--- src/rtl/sdmm_pkg.sv ---
`timescale 1ns / 1ps
`default_nettype none

package sdmm_pkg;

   // default sizes of the stores
   localparam int MAX_ROWS_DEF     = 1024;
   localparam int MAX_FEATURES_DEF = 64;

   // request and response field widths
   localparam int OP_W    = 2;
   localparam int ROW_W   = 10;
   localparam int FEAT_W  = 6;
   localparam int VALUE_W = 16;
   localparam int PROD_W  = 2 * VALUE_W;
   localparam int DATA_W  = 40;

   // register port
   localparam int CSR_INDEX_W = 2;
   localparam int CSR_DATA_W  = 11;
   localparam int ROWS_REG_W  = 11;
   localparam int FEAT_REG_W  = 7;
   localparam logic [ROWS_REG_W-1:0] ROWS_RESET = 11'd1024;
   localparam logic [FEAT_REG_W-1:0] FEAT_RESET = 7'd64;

   // row flags are kept as epoch tags; tag zero never matches
   localparam int EPOCH_W = 8;
   localparam logic [EPOCH_W-1:0] EPOCH_NONE  = 8'd0;
   localparam logic [EPOCH_W-1:0] EPOCH_FIRST = 8'd1;

   // accumulator saturation bounds
   localparam logic signed [DATA_W-1:0] ACC_MAX = 40'sh7F_FFFF_FFFF;
   localparam logic signed [DATA_W-1:0] ACC_MIN = 40'sh80_0000_0000;

   typedef enum logic [OP_W-1:0] {
      OP_LOAD  = 2'd0,
      OP_EDGE  = 2'd1,
      OP_READ  = 2'd2,
      OP_CLEAR = 2'd3
   } sdmm_op_type;

   typedef enum logic [CSR_INDEX_W-1:0] {
      CSR_OUTPUT_ROWS = 2'd0,
      CSR_INPUT_ROWS  = 2'd1,
      CSR_FEATURES    = 2'd2
   } sdmm_csr_type;

   // controller to datapath
   typedef struct packed {
      logic capture;
      logic load_input;
      logic row_lookup;
      logic mac_start;
      logic mac_issue;
      logic sweep_init;
      logic sweep_step;
      logic epoch_bump;
      logic load_rsp;
   } sdmm_cmd_type;

   // datapath to controller
   typedef struct packed {
      sdmm_op_type op;
      logic        in_range;
      logic        sweep_last;
      logic        epoch_last;
      logic        issue_done;
      logic        pipe_busy;
   } sdmm_stat_type;

endpackage

`default_nettype wire

--- src/rtl/sdmm_ctrl.sv ---
`timescale 1ns / 1ps
`default_nettype none

module sdmm_ctrl (
   input  wire logic                    clock,
   input  wire logic                    reset,
   input  wire logic                    req_valid,
   output logic                         req_ready,
   output logic                         rsp_valid,
   input  wire logic                    rsp_ready,
   output sdmm_pkg::sdmm_cmd_type       cmd,
   input  wire sdmm_pkg::sdmm_stat_type stat
);

   typedef enum logic [2:0] {
      ST_SWEEP_RESET,
      ST_IDLE,
      ST_DECODE,
      ST_MAC_START,
      ST_MAC,
      ST_SWEEP_CLEAR,
      ST_FINISH
   } state_type;

   state_type state_ff, state_in;
   logic      rsp_valid_ff, rsp_valid_in;

   assign req_ready = (state_ff == ST_IDLE);
   assign rsp_valid = rsp_valid_ff;

   always_comb begin
      cmd      = '0;
      state_in = state_ff;
      unique case (state_ff)
         ST_SWEEP_RESET: begin
            cmd.sweep_step = 1'b1;
            if (stat.sweep_last) begin
               state_in = ST_IDLE;
            end
         end
         ST_IDLE: begin
            if (req_valid) begin
               cmd.capture = 1'b1;
               state_in    = ST_DECODE;
            end
         end
         ST_DECODE: begin
            unique case (stat.op)
               sdmm_pkg::OP_LOAD: begin
                  cmd.load_input = 1'b1;
                  state_in       = ST_FINISH;
               end
               sdmm_pkg::OP_EDGE: begin
                  if (stat.in_range) begin
                     cmd.row_lookup = 1'b1;
                     state_in       = ST_MAC_START;
                  end else begin
                     state_in = ST_FINISH;
                  end
               end
               sdmm_pkg::OP_READ: begin
                  cmd.row_lookup = 1'b1;
                  state_in       = ST_FINISH;
               end
               sdmm_pkg::OP_CLEAR: begin
                  if (stat.epoch_last) begin
                     cmd.sweep_init = 1'b1;
                     state_in       = ST_SWEEP_CLEAR;
                  end else begin
                     cmd.epoch_bump = 1'b1;
                     state_in       = ST_FINISH;
                  end
               end
               default: state_in = ST_FINISH;
            endcase
         end
         ST_MAC_START: begin
            cmd.mac_start = 1'b1;
            state_in      = ST_MAC;
         end
         ST_MAC: begin
            if (!stat.issue_done) begin
               cmd.mac_issue = 1'b1;
            end else if (!stat.pipe_busy) begin
               state_in = ST_FINISH;
            end
         end
         ST_SWEEP_CLEAR: begin
            cmd.sweep_step = 1'b1;
            if (stat.sweep_last) begin
               state_in = ST_FINISH;
            end
         end
         ST_FINISH: begin
            if (!rsp_valid_ff || rsp_ready) begin
               cmd.load_rsp = 1'b1;
               state_in     = ST_IDLE;
            end
         end
         default: state_in = ST_IDLE;
      endcase
   end

   always_comb begin
      rsp_valid_in = rsp_valid_ff;
      if (cmd.load_rsp) begin
         rsp_valid_in = 1'b1;
      end else if (rsp_ready) begin
         rsp_valid_in = 1'b0;
      end
   end

   always_ff @(posedge clock) begin
      if (reset) begin
         state_ff     <= ST_SWEEP_RESET;
         rsp_valid_ff <= 1'b0;
      end else begin
         state_ff     <= state_in;
         rsp_valid_ff <= rsp_valid_in;
      end
   end

endmodule

`default_nettype wire

--- config.mk ---
export PLATFORM = sky130hd
export DESIGN_NAME = sdmm_ctrl
export DESIGN_NICKNAME = d
export VERILOG_FILES = /design/src/rtl/sdmm_pkg.sv /design/src/rtl/sdmm_ctrl.sv
export SDC_FILE = /design/constraint.sdc
export NUM_CORES = 1
export LEC_CHECK = 0
export ABC_CLOCK_PERIOD_IN_PS = 1700
export BUFFER_PORTS_ARGS = -buffer_cell sky130_fd_sc_hd__buf_2
export CORE_AREA = 10 10 47 49
export CTS_CLUSTER_DIAMETER = 150
export CTS_CLUSTER_SIZE = 40
export DETAILED_ROUTE_END_ITERATION = 10
export DIE_AREA = 0 0 57 59
export HOLD_SLACK_MARGIN = 0.06
export PLACE_DENSITY_LB_ADDON = 0.3
export SLEW_MARGIN = 20
export SYNTH_ARGS = -nofsm -noshare
export SYNTH_HDL_FRONTEND = slang
export SYNTH_SLANG_ARGS = --single-unit
--- constraint.sdc ---
create_clock -name clock -period 1.7 [get_ports clock]
set_clock_uncertainty 0.2 [all_clocks]
set_input_delay 0.34 -clock clock [delete_from_list [all_inputs] [get_ports clock]]
set_output_delay 0.34 -clock clock [all_outputs]
set_load 0.02 [all_outputs]
; ---- After elaboration in Yosys (flattened, before gate mapping)
; Cells that the tools add are included.
[op_classes]
bitwise = 0
addsub = 0
shifts = 0
multipliers = 0
eq_ne = 15
n_div = 0
muxes = 30
n_reduce_logical = 8
order_cmp = 0
[op_table]
columns = op, count
row1 = $mux 3, 7
row2 = $pmux 3 s7, 1
row3 = $mux 1, 18
row4 = $ne 2x2->1 const B, 6
row5 = $eq 3x3->1 const B, 3
row6 = $pmux 3 s3, 1
row7 = $eq 3x2->1 const B, 2
row8 = $reduce_and 6->1, 1
row9 = $eq 2x2->1 const B, 2
row10 = $mux 2, 2
row11 = $reduce_or 2->1, 2
row12 = $eq 3x1->1 const B, 1
row13 = $logic_not 3->1, 1
row14 = $eq 2x1->1 const B, 1
row15 = $logic_not 2->1, 1
row16 = $pmux 1 s2, 1
row17 = $reduce_bool 2->1, 1
row18 = $logic_not 1->1, 1
row19 = $logic_or 1x1->1, 1
[word_totals]
input_bits = 11
latchBits = 0
out_inout_bits = 11
ramBits = 0
rom_bits = 0
mem_count = 0
ff_bits = 4
wordCells = 55

; ---- Longest topological paths before layout
; Gate-level depths: netlist of run 1.
[depth]
depth_word = 5
ltp_mapped = 6

; ---- Least setup slack after synthesis of run 1
; OpenSTA, ideal clock, no wires.
[synth_timing]
kind = reg2out
startpoint = register state_ff[1]
endpoint = output cmd[4] in the netlist's numbering
path_stages_with_launch = 3
required_time_ns = 1.160
t_arrival_ns = 1.174
slack_ns = -0.014
cell_sequence = dfxtp_1 buf_4 nor4_1
[synth_lines]
columns = item, line
row1 = start: declaration, sdmm_ctrl.sv:25  ; state_type state_ff, state_in;
row2 = start signal: assignment, sdmm_ctrl.sv:118  ; state_ff <= state_in;
row3 = end: declaration, sdmm_ctrl.sv:11  ; output sdmm_pkg::sdmm_cmd_type cmd,

==> impl_results.html, run 1 <==
<table>
<tr><th>Metric</th><th>Value</th></tr>
<tr><th colspan="2">Power and ir drop</th></tr>
<tr><td>Power per cell area</td><td>988 nW/um^2</td></tr>
<tr><td>Leakage power summed over all cells</td><td>0.347 nW</td></tr>
<tr><td>Total Power</td><td>0.000733 W</td></tr>
<tr><td>Worst vdd rail ir drop</td><td>around 0.43 mV</td></tr>
<tr><th colspan="2">Min path</th></tr>
<tr><td>Endpoint of the worst hold-timing path</td><td>state_ff[2]</td></tr>
<tr><td>Path category of the worst min-delay check</td><td>in -&gt; reg</td></tr>
<tr><td>Hold wc startpoint</td><td>reset</td></tr>
<tr><td>Hold Path Depth</td><td>2</td></tr>
<tr><th colspan="2">STA</th></tr>
<tr><td>Final setup viols</td><td>7</td></tr>
<tr><td>Setup slack of the critical path after layout</td><td>-66.2 ps</td></tr>
<tr><td>Relative slew margins</td><td>0.847</td></tr>
<tr><td>Min Tclk post-route</td><td>~1800 ps</td></tr>
<tr><td>Number of failing hold endpoints at the final stage</td><td>0</td></tr>
<tr><td>Slew at the pin closest to its max-slew limit</td><td>between 200 and 250 ps</td></tr>
<tr><td>TNS Setup</td><td>-308 ps</td></tr>
<tr><td>Share of the cycle needed by the critical path after routing</td><td>1.04</td></tr>
<tr><td>RSZ-0062 raised after global routing</td><td>yes</td></tr>
<tr><td>Maximum achievable frequency</td><td>between 500 and 600 MHz</td></tr>
<tr><td>Number of pins exceeding their max-slew limit in the final report</td><td>0</td></tr>
<tr><th colspan="2">Cells and area</th></tr>
<tr><td>Total non-filler cell area in the finished layout</td><td>between 700 and 800 um^2</td></tr>
<tr><td>Fraction of final layout cells with drive strength greater than 1</td><td>0.575</td></tr>
<tr><td>Finished Core Util</td><td>0.529</td></tr>
<tr><td>Number of nets in the final layout</td><td>approximately 100</td></tr>
<tr><td>Area Growth Syn to Fin</td><td>68.9%</td></tr>
<tr><td>Most common cell after layout, fill and taps aside</td><td>sky130_fd_sc_hd__buf_2</td></tr>
<tr><td>Commonest non-fill, non-tap cells in the layout</td><td>sky130_fd_sc_hd__buf_2, sky130_fd_sc_hd__buf_6, sky130_fd_sc_hd__buf_4, sky130_fd_sc_hd__o21ai_0</td></tr>
<tr><td>Diode insertion count for antenna repair</td><td>0</td></tr>
<tr><td>Final cell count without fillers</td><td>approximately 100</td></tr>
<tr><th colspan="2">Worst setup path</th></tr>
<tr><td>Class of the most critical setup path</td><td>reg -&gt; out</td></tr>
<tr><td>Highest fanout seen on the critical path</td><td>4</td></tr>
<tr><td>Capturing element type of the critical path</td><td>primary output</td></tr>
<tr><td>Startpoint types</td><td>register</td></tr>
<tr><td>Start of the worst register-to-register path</td><td>state_ff[2]</td></tr>
<tr><td>Critical Path AT</td><td>1230 ps</td></tr>
<tr><td>Register-to-register path setup slack</td><td>50 ps</td></tr>
<tr><td>Cell depth of the worst flop-to-flop path</td><td>5</td></tr>
<tr><td>CP Data Required Time</td><td>approximately 1200 ps</td></tr>
<tr><td>Capture point of the worst reg-to-reg path</td><td>state_ff[0]</td></tr>
<tr><th colspan="2">Outcome</th></tr>
<tr><td>Failing checks</td><td>negative setup slack</td></tr>
<tr><td>Status</td><td>finished with violations</td></tr>
<tr><th colspan="2">Die</th></tr>
<tr><td>Die Outline Area</td><td>approximately 3400 um^2</td></tr>
<tr><td># IOs</td><td>22</td></tr>
<tr><td>Starting utilization of the core area</td><td>0.313</td></tr>
<tr><td>Site Rows</td><td>14</td></tr>
<tr><td>Vertical die dimension</td><td>59 um</td></tr>
<tr><td>Die width</td><td>57 um</td></tr>
<tr><td>Placeable core region</td><td>between 1000 and 1500 um^2</td></tr>
<tr><th colspan="2">Detailed routing</th></tr>
<tr><td>Vias post-DR</td><td>498</td></tr>
<tr><td>Sum of routed wire length over all layers</td><td>approximately 1300 um</td></tr>
<tr><td>Post-route DRC violation count</td><td>0</td></tr>
<tr><td>Iter 0 DRT Violations</td><td>4</td></tr>
<tr><td>Antenna-violating nets left</td><td>0</td></tr>
<tr><td>Drt wl/cell</td><td>between 10 and 15 um</td></tr>
<tr><td>1st-pass router iterations</td><td>4</td></tr>
<tr><td>Via-per-instance ratio</td><td>4.83</td></tr>
<tr><th colspan="2">Flow run</th></tr>
<tr><td>Number of max-cap violations</td><td>0</td></tr>
<tr><th colspan="2">Clock network</th></tr>
<tr><td>Clock Latency Late Sink</td><td>about 240 ps</td></tr>
<tr><td>CTS Buf Count</td><td>3</td></tr>
<tr><td>H-tree levels</td><td>1</td></tr>
<tr><td>Cell chosen for the clock root</td><td>sky130_fd_sc_hd__clkbuf_4</td></tr>
<tr><td>TritonCTS clock tree</td><td>yes</td></tr>
<tr><td>Number of hold buffers added after CTS</td><td>0</td></tr>
<tr><td>Clock sinks</td><td>4</td></tr>
<tr><td>CTS clk-pin slew, worst paths</td><td>40 ps</td></tr>
<tr><td>Number of buffers on the longest clock path</td><td>2</td></tr>
<tr><th colspan="2">Place</th></tr>
<tr><td>Routability cong.</td><td>0.725</td></tr>
<tr><td>Cell total after placement</td><td>between 90 and 100</td></tr>
<tr><td>Post-detail-place hpwl</td><td>around 1000 um</td></tr>
<tr><td>Placed Area</td><td>about 590 um^2</td></tr>
<tr><td>PortBufs</td><td>21</td></tr>
<tr><th colspan="2">GRT</th></tr>
<tr><td>Total grt overflow</td><td>0</td></tr>
<tr><td>Total routing usage reported by global routing</td><td>0.0765</td></tr>
<tr><td>Pin count of the biggest net entering global routing</td><td>11</td></tr>
<tr><td>Wire length of the first global-routing pass</td><td>2160 um</td></tr>
<tr><td>Antenna violations before repair</td><td>0</td></tr>
<tr><td>Vias in the first global route</td><td>just over 500</td></tr>
<tr><th colspan="2">Synthesis</th></tr>
<tr><td>Sequential area share after synthesis</td><td>0.182</td></tr>
<tr><td>Syn_nets</td><td>74</td></tr>
<tr><td>Cell area after technology mapping</td><td>439 um^2</td></tr>
<tr><td>Count of warnings emitted by yosys</td><td>0</td></tr>
<tr><td>Number of synthesized flops with an enable pin</td><td>0</td></tr>
<tr><td>Number of distinct library cells after synthesis</td><td>27</td></tr>
<tr><td>FFs w/ async S/R, synth</td><td>0</td></tr>
<tr><td>Number of register bits inferred by synthesis</td><td>4</td></tr>
<tr><td>Average cell area after synthesis</td><td>7.44 um^2</td></tr>
<tr><td>Instance count of the mapped netlist</td><td>59</td></tr>
<tr><td>Ys flop type</td><td>sky130_fd_sc_hd__dfxtp_1</td></tr>
</table>
==> per-stage QoR <==
step	setup slack, ps	hold WS (ps)
floorplan	46.8	209
global placement	8.17	299
detailed placement	-7.49	292
CTS	-60.2	114
global route	-117	130
finish	-66.2	124
==> Yosys cell counts, drive strengths merged, types with 2 or more instances <==
library cell | number | area share
nor2 | 5 | 0.043
ha | 4 | 0.11
buf | 3 | 0.060
a21oi | 3 | 0.034
and2 | 3 | 0.043
dfxtp | 4 | 0.18
o21ai | 5 | 0.057
and3 | 3 | 0.043
inv | 5 | 0.043
nand2 | 5 | 0.043
and2b | 2 | 0.037
nand2b | 4 | 0.057
==> power by group <==
part	internal, W	switching (W)	total (W)
logic	0.000236	0.000217	0.000453
clock network	0.0000791	0.0000406	0.000120
registers	0.000121	0.0000400	0.000161
total	0.000436	0.000297	0.000733
==> layout make-up <==
class                           instances  area, um^2
Fill cell                             152         659
Multi-Input combinational cell         47         385
Timing Repair Buffer                   28         210
Sequential cell                         4        85.1
Clock buffer                            3        22.5
Tap cell                               16        20.0
Inverter                                5        18.8
==> registers in the layout, summed over array words and instances, names as in the netlist <==
register / cells
rsp_valid: 1
state_ff: 3
==> metal layers <==
metal	vias up	global-route usage	share of wire
met2	20	0.133	0.48
met1	220	0.0796	0.41
met3	0	0.0258	0.11
met4	0	0.0403	0
met5	-	0	0
li1	258	-	-
==> critical path, cell delays in order (launching register included) <==
cell	delay [ps]
sky130_fd_sc_hd__dfxtp_2	310
sky130_fd_sc_hd__and2b_2	220
sky130_fd_sc_hd__and2_4	170
sky130_fd_sc_hd__nand2_2	50
sky130_fd_sc_hd__nor2_1	100
sky130_fd_sc_hd__buf_4	150
==> logic make-up after synthesis <==
logic type               Yosys count  share of synthesized area
AO/OA/AOI/OAI                     13                      0.191
XOR/XNOR                           1                     0.0199
adder cells (fa/ha/maj)            4                      0.114
buffers and inverters              8                      0.103
flip-flops                         4                      0.182
multiplexers                       1                     0.0342
AND/OR/NAND/NOR                   28                      0.356
==> timing repair <==
item | CTS | global route
setup endpoints to repair | 10 | 11
cloned | 0 | 0
setup buffers | 1 | 0
pin swaps | 4 | 2
gates resized for setup | 23 | 13
==> worst max path at each step <==
stage / slack (ps) / startpoint / end
finish: -70 / state_ff[2] / cmd[1]
global route: -120 / state_ff[2] / cmd[1]
CTS: -60 / state_ff[2] / cmd[3]
detailed placement: -7 / stat[5] / cmd[6]
global placement: 8 / stat[5] / cmd[6]
floorplan: 50 / state_ff[2] / cmd[8]
(Power assumes the default switching activity.)
==> run 2, diff against run 1 <==
CORE_AREA = 3 3 40 42   (was 10 10 47 49)
DIE_AREA = 0 0 43 45   (was 0 0 57 59)
==> impl_results.html, run 2 (same netlist as run 1, synthesis figures left out) <==
<table>
<tr><th>Metric</th><th>Value</th></tr>
<tr><th colspan="2">Die</th></tr>
<tr><td>Die width</td><td>43 um (was 57 um)</td></tr>
<tr><td># IOs</td><td>22 (unchanged)</td></tr>
<tr><td>Placeable core region</td><td>1280 um^2 (was 1400 um^2)</td></tr>
<tr><td>Site Rows</td><td>13 (was 14)</td></tr>
<tr><td>Vertical die dimension</td><td>45 um (was 59 um)</td></tr>
<tr><td>Starting utilization of the core area</td><td>0.342 (was 0.313)</td></tr>
<tr><td>Die Outline Area</td><td>1940 um^2 (was 3360 um^2)</td></tr>
<tr><th colspan="2">Clock network</th></tr>
<tr><td>CTS Buf Count</td><td>3 (unchanged)</td></tr>
<tr><td>Clock Latency Late Sink</td><td>230 ps (was 240 ps)</td></tr>
<tr><td>H-tree levels</td><td>1 (unchanged)</td></tr>
<tr><td>Clock sinks</td><td>4 (unchanged)</td></tr>
<tr><td>Number of hold buffers added after CTS</td><td>0 (unchanged)</td></tr>
<tr><td>CTS clk-pin slew, worst paths</td><td>40 ps (about the same)</td></tr>
<tr><td>Cell chosen for the clock root</td><td>sky130_fd_sc_hd__clkbuf_4 (unchanged)</td></tr>
<tr><td>TritonCTS clock tree</td><td>yes (unchanged)</td></tr>
<tr><td>Number of buffers on the longest clock path</td><td>2 (unchanged)</td></tr>
<tr><th colspan="2">STA</th></tr>
<tr><td>Maximum achievable frequency</td><td>573 MHz (was 566 MHz)</td></tr>
<tr><td>Number of pins exceeding their max-slew limit in the final report</td><td>0 (unchanged)</td></tr>
<tr><td>RSZ-0062 raised after global routing</td><td>yes (unchanged)</td></tr>
<tr><td>Share of the cycle needed by the critical path after routing</td><td>1.03 (was 1.04)</td></tr>
<tr><td>Min Tclk post-route</td><td>1740 ps (was 1770 ps)</td></tr>
<tr><td>Relative slew margins</td><td>0.820 (was 0.847)</td></tr>
<tr><td>Slew at the pin closest to its max-slew limit</td><td>266 ps (was 227 ps)</td></tr>
<tr><td>Final setup viols</td><td>5 (was 7)</td></tr>
<tr><td>Number of failing hold endpoints at the final stage</td><td>0 (unchanged)</td></tr>
<tr><td>TNS Setup</td><td>-176 ps (was -308 ps)</td></tr>
<tr><td>Setup slack of the critical path after layout</td><td>-44.5 ps (was -66.2 ps)</td></tr>
<tr><th colspan="2">Detailed routing</th></tr>
<tr><td>Vias post-DR</td><td>504 (was 498)</td></tr>
<tr><td>Total length of routed met2 wires</td><td>555 um (was 626 um)</td></tr>
<tr><td>Detailed-routing wirelength on met1</td><td>447 um (was 526 um)</td></tr>
<tr><td>WL met3</td><td>82 um (was 137 um)</td></tr>
<tr><td>Via-per-instance ratio</td><td>4.89 (was 4.83)</td></tr>
<tr><td>Drt wl/cell</td><td>10.5 um (was 12.5 um)</td></tr>
<tr><td>Post-route DRC violation count</td><td>0 (unchanged)</td></tr>
<tr><td>Max Used Layer</td><td>met3 (unchanged)</td></tr>
<tr><td>Sum of routed wire length over all layers</td><td>1080 um (was 1290 um)</td></tr>
<tr><td>Iter 0 DRT Violations</td><td>5 (was 4)</td></tr>
<tr><td>1st-pass router iterations</td><td>4 (unchanged)</td></tr>
<tr><td>Antenna-violating nets left</td><td>0 (unchanged)</td></tr>
<tr><th colspan="2">Cells and area</th></tr>
<tr><td>Final cell count without fillers</td><td>103 (unchanged)</td></tr>
<tr><td>Largest Register</td><td>state_ff (unchanged)</td></tr>
<tr><td>Diode insertion count for antenna repair</td><td>0 (unchanged)</td></tr>
<tr><td>Max reg flops</td><td>3 (unchanged)</td></tr>
<tr><td>Fraction of final layout cells with drive strength greater than 1</td><td>0.557 (was 0.575)</td></tr>
<tr><td>Area occupied by multi-input gates</td><td>363 um^2 (was 385 um^2)</td></tr>
<tr><td>Area Growth Syn to Fin</td><td>62.7% (was 68.9%)</td></tr>
<tr><td>Number of nets in the final layout</td><td>105 (was 104)</td></tr>
<tr><td>Finished Core Util</td><td>0.556 (was 0.529)</td></tr>
<tr><td>Area occupied by registers</td><td>86.3 um^2 (was 85.1 um^2)</td></tr>
<tr><td>FILL cells</td><td>135 (was 152)</td></tr>
<tr><td>Commonest non-fill, non-tap cells in the layout</td><td>sky130_fd_sc_hd__buf_2, sky130_fd_sc_hd__buf_4, sky130_fd_sc_hd__buf_6, sky130_fd_sc_hd__inv_1, sky130_fd_sc_hd__o21ai_0 (was sky130_fd_sc_hd__buf_2, sky130_fd_sc_hd__buf_6, sky130_fd_sc_hd__buf_4, sky130_fd_sc_hd__o21ai_0)</td></tr>
<tr><td>Most common cell after layout, fill and taps aside</td><td>sky130_fd_sc_hd__buf_2 (unchanged)</td></tr>
<tr><th colspan="2">Flow run</th></tr>
<tr><td>Number of max-cap violations</td><td>0 (unchanged)</td></tr>
<tr><th colspan="2">GRT</th></tr>
<tr><td>Total grt overflow</td><td>0 (unchanged)</td></tr>
<tr><td>Total routing usage reported by global routing</td><td>0.117 (was 0.0765)</td></tr>
<tr><td>Wire length of the first global-routing pass</td><td>1750 um (was 2160 um)</td></tr>
<tr><td>Pin count of the biggest net entering global routing</td><td>9 (was 11)</td></tr>
<tr><td>Vias in the first global route</td><td>479 (was 514)</td></tr>
<tr><td>Antenna violations before repair</td><td>0 (unchanged)</td></tr>
<tr><th colspan="2">Min path</th></tr>
<tr><td>Hold wc startpoint</td><td>reset (unchanged)</td></tr>
<tr><td>Path category of the worst min-delay check</td><td>in -&gt; reg (unchanged)</td></tr>
<tr><th colspan="2">Worst setup path</th></tr>
<tr><td>Start of the worst register-to-register path</td><td>state_ff[2] (unchanged)</td></tr>
<tr><td>CP Data Required Time</td><td>1160 ps (about the same)</td></tr>
<tr><td>Startpoint types</td><td>register (unchanged)</td></tr>
<tr><td>Critical Path AT</td><td>1200 ps (was 1230 ps)</td></tr>
<tr><td>CP Launch Point</td><td>state_ff[2] (unchanged)</td></tr>
<tr><td>Highest fanout seen on the critical path</td><td>4 (unchanged)</td></tr>
<tr><td>Class of the most critical setup path</td><td>reg -&gt; out (unchanged)</td></tr>
<tr><td>Capturing element type of the critical path</td><td>primary output (unchanged)</td></tr>
<tr><th colspan="2">Place</th></tr>
<tr><td>Post-detail-place hpwl</td><td>873 um (was 1010 um)</td></tr>
<tr><td>PortBufs</td><td>21 (unchanged)</td></tr>
<tr><td>Cell total after placement</td><td>99 (unchanged)</td></tr>
<tr><td>Routability cong.</td><td>0.747 (was 0.725)</td></tr>
<tr><th colspan="2">Power and ir drop</th></tr>
<tr><td>Power per cell area</td><td>936 nW/um^2 (was 988 nW/um^2)</td></tr>
<tr><td>Worst vdd rail ir drop</td><td>0.361 mV (was 0.427 mV)</td></tr>
<tr><td>Leakage power summed over all cells</td><td>0.346 nW (was 0.347 nW)</td></tr>
<tr><th colspan="2">Outcome</th></tr>
<tr><td>Status</td><td>finished with violations (unchanged)</td></tr>
<tr><td>Failing checks</td><td>negative setup slack (unchanged)</td></tr>
</table>
-- run 2: critical path, stage by stage, from the launching register on --
cell,delay (ps)
sky130_fd_sc_hd__dfxtp_2,310
sky130_fd_sc_hd__and2b_2,220
sky130_fd_sc_hd__and2_4,150
sky130_fd_sc_hd__and3_4,170
sky130_fd_sc_hd__buf_6,120
-- run 2: area by class of cell --
type                    count  share of cell area
well taps                  15              0.0263
flip-flops and latches      4               0.121
multi-input cells          47               0.508
repair buffers             29               0.287
clock buffers               3              0.0315
inverters                   5              0.0263
-- run 2: metrics by stage --
stage                     instance area, um^2  total power (W)  setup slack (ps)  hold WS (ps)
after global routing                      714         0.000721             -85.3           134
after floorplan                           445         0.000380              46.8           209
after global placement                    596         0.000483              12.3           296
final                                     714         0.000669             -44.5           123
after CTS                                 694         0.000661             -54.0           119
after detailed placement                  596         0.000487             -2.88           292
-- run 2: power breakdown --
part	total (W)	leakage [nW]	switching, W	internal [W]
Clock	0.000115	0.0138	0.0000365	0.0000788
Combinational	0.000400	0.298	0.000197	0.000203
Sequential	0.000154	0.0341	0.0000325	0.000121
-- run 2: timing repair --
action                     4_1_cts  5_1_grt
resized for setup               21        7
pin swaps                        4        2
setup endpoints to repair        8        9
setup buffers                    1        0
-- run 2: per-layer routing --
metal,up-vias,track usage
met3,0,0.0120
met5,-,0
met2,18,0.237
met1,223,0.118
li1,263,-
met4,0,0.0542
-- run 2: final timing paths --
| kind | end | cells after the start | slack [ps] |
|---|---|---|---|
| worst max-delay path | cmd[3] | 4 | -40 |
| worst min-delay path | state_ff[2] | 2 | 120 |
| worst max register to register | state_ff[0] | 5 | 40 |
| worst min register to register | rsp_valid | 2 | 300 |
==> run 3, diff against run 2 <==
ABC_AREA = 1   (was not set)
==> impl_results.html, run 3 <==
<table>
<tr><th>Metric</th><th>Value</th></tr>
<tr><th colspan="2">Clock network</th></tr>
<tr><td>Number of buffers on the longest clock path</td><td>2 (unchanged)</td></tr>
<tr><td>Number of hold buffers added after CTS</td><td>0 (unchanged)</td></tr>
<tr><td>Clock Latency Late Sink</td><td>230 ps (about the same)</td></tr>
<tr><td>Clock sinks</td><td>4 (unchanged)</td></tr>
<tr><td>TritonCTS clock tree</td><td>yes (unchanged)</td></tr>
<tr><td>Cell chosen for the clock root</td><td>sky130_fd_sc_hd__clkbuf_4 (unchanged)</td></tr>
<tr><td>CTS Buf Count</td><td>3 (unchanged)</td></tr>
<tr><td>H-tree levels</td><td>1 (unchanged)</td></tr>
<tr><td>CTS clk-pin slew, worst paths</td><td>30 ps (was 40 ps)</td></tr>
<tr><th colspan="2">Synthesis</th></tr>
<tr><td>Area share of the leading cell type in the synthesized netlist</td><td>0.189 (was 0.182)</td></tr>
<tr><td>Count of warnings emitted by yosys</td><td>0 (unchanged)</td></tr>
<tr><td>Area contributors post-synth</td><td>sky130_fd_sc_hd__dfxtp_1, sky130_fd_sc_hd__nor2_1, sky130_fd_sc_hd__nand2_1 (was sky130_fd_sc_hd__dfxtp_1, sky130_fd_sc_hd__ha_1, sky130_fd_sc_hd__nand2b_1)</td></tr>
<tr><td>Dominant cell type by area after synthesis</td><td>sky130_fd_sc_hd__dfxtp_1 (unchanged)</td></tr>
<tr><td>Most repeated cell in the gate-level netlist after synthesis</td><td>sky130_fd_sc_hd__nor2_1</td></tr>
<tr><td>FFs w/ async S/R, synth</td><td>0 (unchanged)</td></tr>
<tr><td>Top cell types by occurrence after synthesis</td><td>sky130_fd_sc_hd__nor2_1, sky130_fd_sc_hd__nand2_1, sky130_fd_sc_hd__inv_1 (was sky130_fd_sc_hd__inv_1, sky130_fd_sc_hd__nand2_1, sky130_fd_sc_hd__nor2_1, sky130_fd_sc_hd__o21ai_0)</td></tr>
<tr><td>Average cell area after synthesis</td><td>5.49 um^2 (was 7.44 um^2)</td></tr>
<tr><td>Number of register bits inferred by synthesis</td><td>4 (unchanged)</td></tr>
<tr><td>Number of distinct library cells after synthesis</td><td>13 (was 27)</td></tr>
<tr><td>Cell area after technology mapping</td><td>423 um^2 (was 439 um^2)</td></tr>
<tr><td>Instance count of the mapped netlist</td><td>77 (was 59)</td></tr>
<tr><td>Syn_nets</td><td>92 (was 74)</td></tr>
<tr><td>Sequential area share after synthesis</td><td>0.189 (was 0.182)</td></tr>
<tr><td>Ys flop type</td><td>sky130_fd_sc_hd__dfxtp_1 (unchanged)</td></tr>
<tr><td>Number of synthesized flops with an enable pin</td><td>0 (unchanged)</td></tr>
<tr><th colspan="2">GRT</th></tr>
<tr><td>Antenna violations before repair</td><td>0 (unchanged)</td></tr>
<tr><td>Total grt overflow</td><td>0 (unchanged)</td></tr>
<tr><td>Total routing usage reported by global routing</td><td>0.116 (was 0.117)</td></tr>
<tr><td>Vias in the first global route</td><td>475 (was 479)</td></tr>
<tr><td>Pin count of the biggest net entering global routing</td><td>8 (was 9)</td></tr>
<tr><td>Wire length of the first global-routing pass</td><td>1750 um (about the same)</td></tr>
<tr><th colspan="2">STA</th></tr>
<tr><td>Share of the cycle needed by the critical path after routing</td><td>0.974 (was 1.03)</td></tr>
<tr><td>Number of pins exceeding their max-slew limit in the final report</td><td>0 (unchanged)</td></tr>
<tr><td>Final hold slack</td><td>80.9 ps (was 123 ps)</td></tr>
<tr><td>Final setup viols</td><td>0 (was 5)</td></tr>
<tr><td>Setup slack of the critical path after layout</td><td>44.3 ps (was -44.5 ps)</td></tr>
<tr><td>RSZ-0062 raised after global routing</td><td>yes (unchanged)</td></tr>
<tr><td>Slew at the pin closest to its max-slew limit</td><td>193 ps (was 266 ps)</td></tr>
<tr><td>Min Tclk post-route</td><td>1660 ps (was 1740 ps)</td></tr>
<tr><td>Maximum achievable frequency</td><td>604 MHz (was 573 MHz)</td></tr>
<tr><td>Relative slew margins</td><td>0.870 (was 0.820)</td></tr>
<tr><td>Number of failing hold endpoints at the final stage</td><td>0 (unchanged)</td></tr>
<tr><td>TNS Setup</td><td>0 ps (was -176 ps)</td></tr>
<tr><th colspan="2">Cells and area</th></tr>
<tr><td>Area Growth Syn to Fin</td><td>54.7% (was 62.7%)</td></tr>
<tr><td>Diode insertion count for antenna repair</td><td>0 (unchanged)</td></tr>
<tr><td>Most common cell after layout, fill and taps aside</td><td>sky130_fd_sc_hd__buf_2 (unchanged)</td></tr>
<tr><td>Number of nets in the final layout</td><td>122 (was 105)</td></tr>
<tr><td>Commonest non-fill, non-tap cells in the layout</td><td>sky130_fd_sc_hd__buf_2, sky130_fd_sc_hd__nor2_1, sky130_fd_sc_hd__nand2_1, sky130_fd_sc_hd__inv_1, sky130_fd_sc_hd__buf_4 (was sky130_fd_sc_hd__buf_2, sky130_fd_sc_hd__buf_4, sky130_fd_sc_hd__buf_6, sky130_fd_sc_hd__inv_1, sky130_fd_sc_hd__o21ai_0)</td></tr>
<tr><td>Largest Register</td><td>state_ff (unchanged)</td></tr>
<tr><td>Fraction of final layout cells with drive strength greater than 1</td><td>0.429 (was 0.557)</td></tr>
<tr><td>Total non-filler cell area in the finished layout</td><td>654 um^2 (was 714 um^2)</td></tr>
<tr><td>Max reg flops</td><td>3 (unchanged)</td></tr>
<tr><td>Final cell count without fillers</td><td>120 (was 103)</td></tr>
<tr><th colspan="2">Worst setup path</th></tr>
<tr><td>Capturing element type of the critical path</td><td>primary output (unchanged)</td></tr>
<tr><td>CP Launch Point</td><td>state_ff[2] (unchanged)</td></tr>
<tr><td>Crit-path max cell delay</td><td>350 ps (was 310 ps)</td></tr>
<tr><td>Class of the most critical setup path</td><td>reg -&gt; out (unchanged)</td></tr>
<tr><td>Most numerous cell on the critical path</td><td>sky130_fd_sc_hd__buf_4</td></tr>
<tr><td>Cell depth of the worst flop-to-flop path</td><td>8 (was 5)</td></tr>
<tr><td>Cell breakdown of the critical path</td><td>inv_4 -&gt; buf_4 -&gt; nand3_2 -&gt; nor2_1 -&gt; buf_4 (was and2b_2 -&gt; and2_4 -&gt; and3_4 -&gt; buf_6)</td></tr>
<tr><td>Startpoint types</td><td>register (unchanged)</td></tr>
<tr><td>CP max-delay cell</td><td>sky130_fd_sc_hd__dfxtp_4 (was sky130_fd_sc_hd__dfxtp_2)</td></tr>
<tr><td>CP Data Required Time</td><td>1160 ps (about the same)</td></tr>
<tr><td>Highest fanout seen on the critical path</td><td>4 (unchanged)</td></tr>
<tr><td>Start of the worst register-to-register path</td><td>state_ff[2] (unchanged)</td></tr>
<tr><td>Register-to-register path setup slack</td><td>260 ps (was 40 ps)</td></tr>
<tr><td>Capturing element of the worst setup path</td><td>cmd[8] (was cmd[3])</td></tr>
<tr><td>Capture point of the worst reg-to-reg path</td><td>state_ff[1] (was state_ff[0])</td></tr>
<tr><td>Critical Path AT</td><td>1120 ps (was 1200 ps)</td></tr>
<tr><th colspan="2">Die</th></tr>
<tr><td>Die Outline Area</td><td>1940 um^2 (unchanged)</td></tr>
<tr><td>Die width</td><td>43 um (unchanged)</td></tr>
<tr><td>Placeable core region</td><td>1280 um^2 (unchanged)</td></tr>
<tr><td>Site Rows</td><td>13 (unchanged)</td></tr>
<tr><td>Vertical die dimension</td><td>45 um (unchanged)</td></tr>
<tr><td>Starting utilization of the core area</td><td>0.329 (was 0.342)</td></tr>
<tr><td># IOs</td><td>22 (unchanged)</td></tr>
<tr><th colspan="2">Detailed routing</th></tr>
<tr><td>Sum of routed wire length over all layers</td><td>1090 um (was 1080 um)</td></tr>
<tr><td>Iter 0 DRT Violations</td><td>8 (was 5)</td></tr>
<tr><td>Via-per-instance ratio</td><td>4.46 (was 4.89)</td></tr>
<tr><td>Antenna-violating nets left</td><td>0 (unchanged)</td></tr>
<tr><td>Post-route DRC violation count</td><td>0 (unchanged)</td></tr>
<tr><td>1st-pass router iterations</td><td>6 (was 4)</td></tr>
<tr><td>Vias post-DR</td><td>535 (was 504)</td></tr>
<tr><td>Drt wl/cell</td><td>9.07 um (was 10.5 um)</td></tr>
<tr><th colspan="2">Place</th></tr>
<tr><td>Post-place setup slack</td><td>1.90 ps (was -2.88 ps)</td></tr>
<tr><td>Cell total after placement</td><td>112 (was 99)</td></tr>
<tr><td>Placed Area</td><td>539 um^2 (was 596 um^2)</td></tr>
<tr><td>PortBufs</td><td>21 (unchanged)</td></tr>
<tr><td>Routability cong.</td><td>0.731 (was 0.747)</td></tr>
<tr><td>Post-detail-place hpwl</td><td>854 um (was 873 um)</td></tr>
<tr><th colspan="2">Flow run</th></tr>
<tr><td>Number of max-cap violations</td><td>0 (unchanged)</td></tr>
<tr><th colspan="2">Outcome</th></tr>
<tr><td>Status</td><td>finished clean (was finished with violations)</td></tr>
<tr><th colspan="2">Power and ir drop</th></tr>
<tr><td>Worst vdd rail ir drop</td><td>0.756 mV (was 0.361 mV)</td></tr>
<tr><td>Leakage power summed over all cells</td><td>0.395 nW (was 0.346 nW)</td></tr>
<tr><td>Power per cell area</td><td>1610 nW/um^2 (was 936 nW/um^2)</td></tr>
<tr><th colspan="2">Min path</th></tr>
<tr><td>Path category of the worst min-delay check</td><td>in -&gt; reg (unchanged)</td></tr>
</table>
==> run 3: changes by cell type in the layout (fill, tap and decap cells not counted), sizes merged, moves of 4 or more <==
cell	delta
nand2	+13
nand3	+5
nor2	+14
nand2b	-4
inv	+11
==> run 3: repair_timing <==
item / 4_1_cts / 5_1_grt
hold endpoints to repair: 0 / 0
pin swaps: 1 / 4
setup endpoints to repair: 6 / 9
resized for setup: 10 / 12
setup buffers: 2 / 3
==> run 3: cell families after synthesis <==
family          Yosys count  share of synthesized area
compound gates            7                     0.0828
fa+ha+maj                 4                      0.118
buf+inv                  17                      0.160
simple gates             45                      0.450
flops                     4                      0.189
==> run 3: metrics by stage <==
step           total power, W  utilization
6_report              0.00105        0.509
5_1_grt               0.00117        0.509
4_1_cts              0.000950        0.465
3_5_place_dp         0.000756        0.420
3_3_place_gp         0.000749        0.420
2_1_floorplan        0.000609            -
==> run 3: critical path, delay by kind of cell, from the launching register on <==
family | cells | cell delay [ps]
and+or+nand+nor | 2 | 220
DFF | 1 | 350
buffers and inverters | 3 | 320
==> run 3: power by group <==
part | switching (W) | leakage [nW] | internal [W]
sequential | 0.0000783 | 0.0345 | 0.000153
combinational | 0.000425 | 0.347 | 0.000285
clock | 0.0000328 | 0.0138 | 0.0000786
total | 0.000536 | 0.395 | 0.000517
==> run 3: area by class of cell <==
cell class | instances | area [um^2]
clock buffer | 3 | 22.5
fill | 148 | 631
inverter | 16 | 62.6
multi-input combinational | 56 | 308
sequential | 4 | 88.8
tap | 15 | 18.8
timing repair buffer | 26 | 154
==> run 3: how the worst min path moves through the flow <==
| stage | from | to | slack, ps | cells after the start |
|---|---|---|---|---|
| after floorplan | reset | rsp_valid | 210 | 1 |
| after global placement | rsp_valid | rsp_valid | 290 | 2 |
| after detailed placement | rsp_valid | rsp_valid | 300 | 2 |
| after CTS | reset | rsp_valid | 70 | 2 |
| after global routing | reset | rsp_valid | 80 | 2 |
| final | reset | rsp_valid | 80 | 2 |
==> run 3: metal layers <==
| metal | vias to the layer above | GRT usage | share of wire |
|---|---|---|---|
| met3 | 0 | 0.0120 | 0.029 |
| met2 | 8 | 0.195 | 0.53 |
| met5 | - | 0 | 0 |
| met4 | 0 | 0.0723 | 0 |
| met1 | 233 | 0.144 | 0.44 |
| li1 | 294 | - | - |
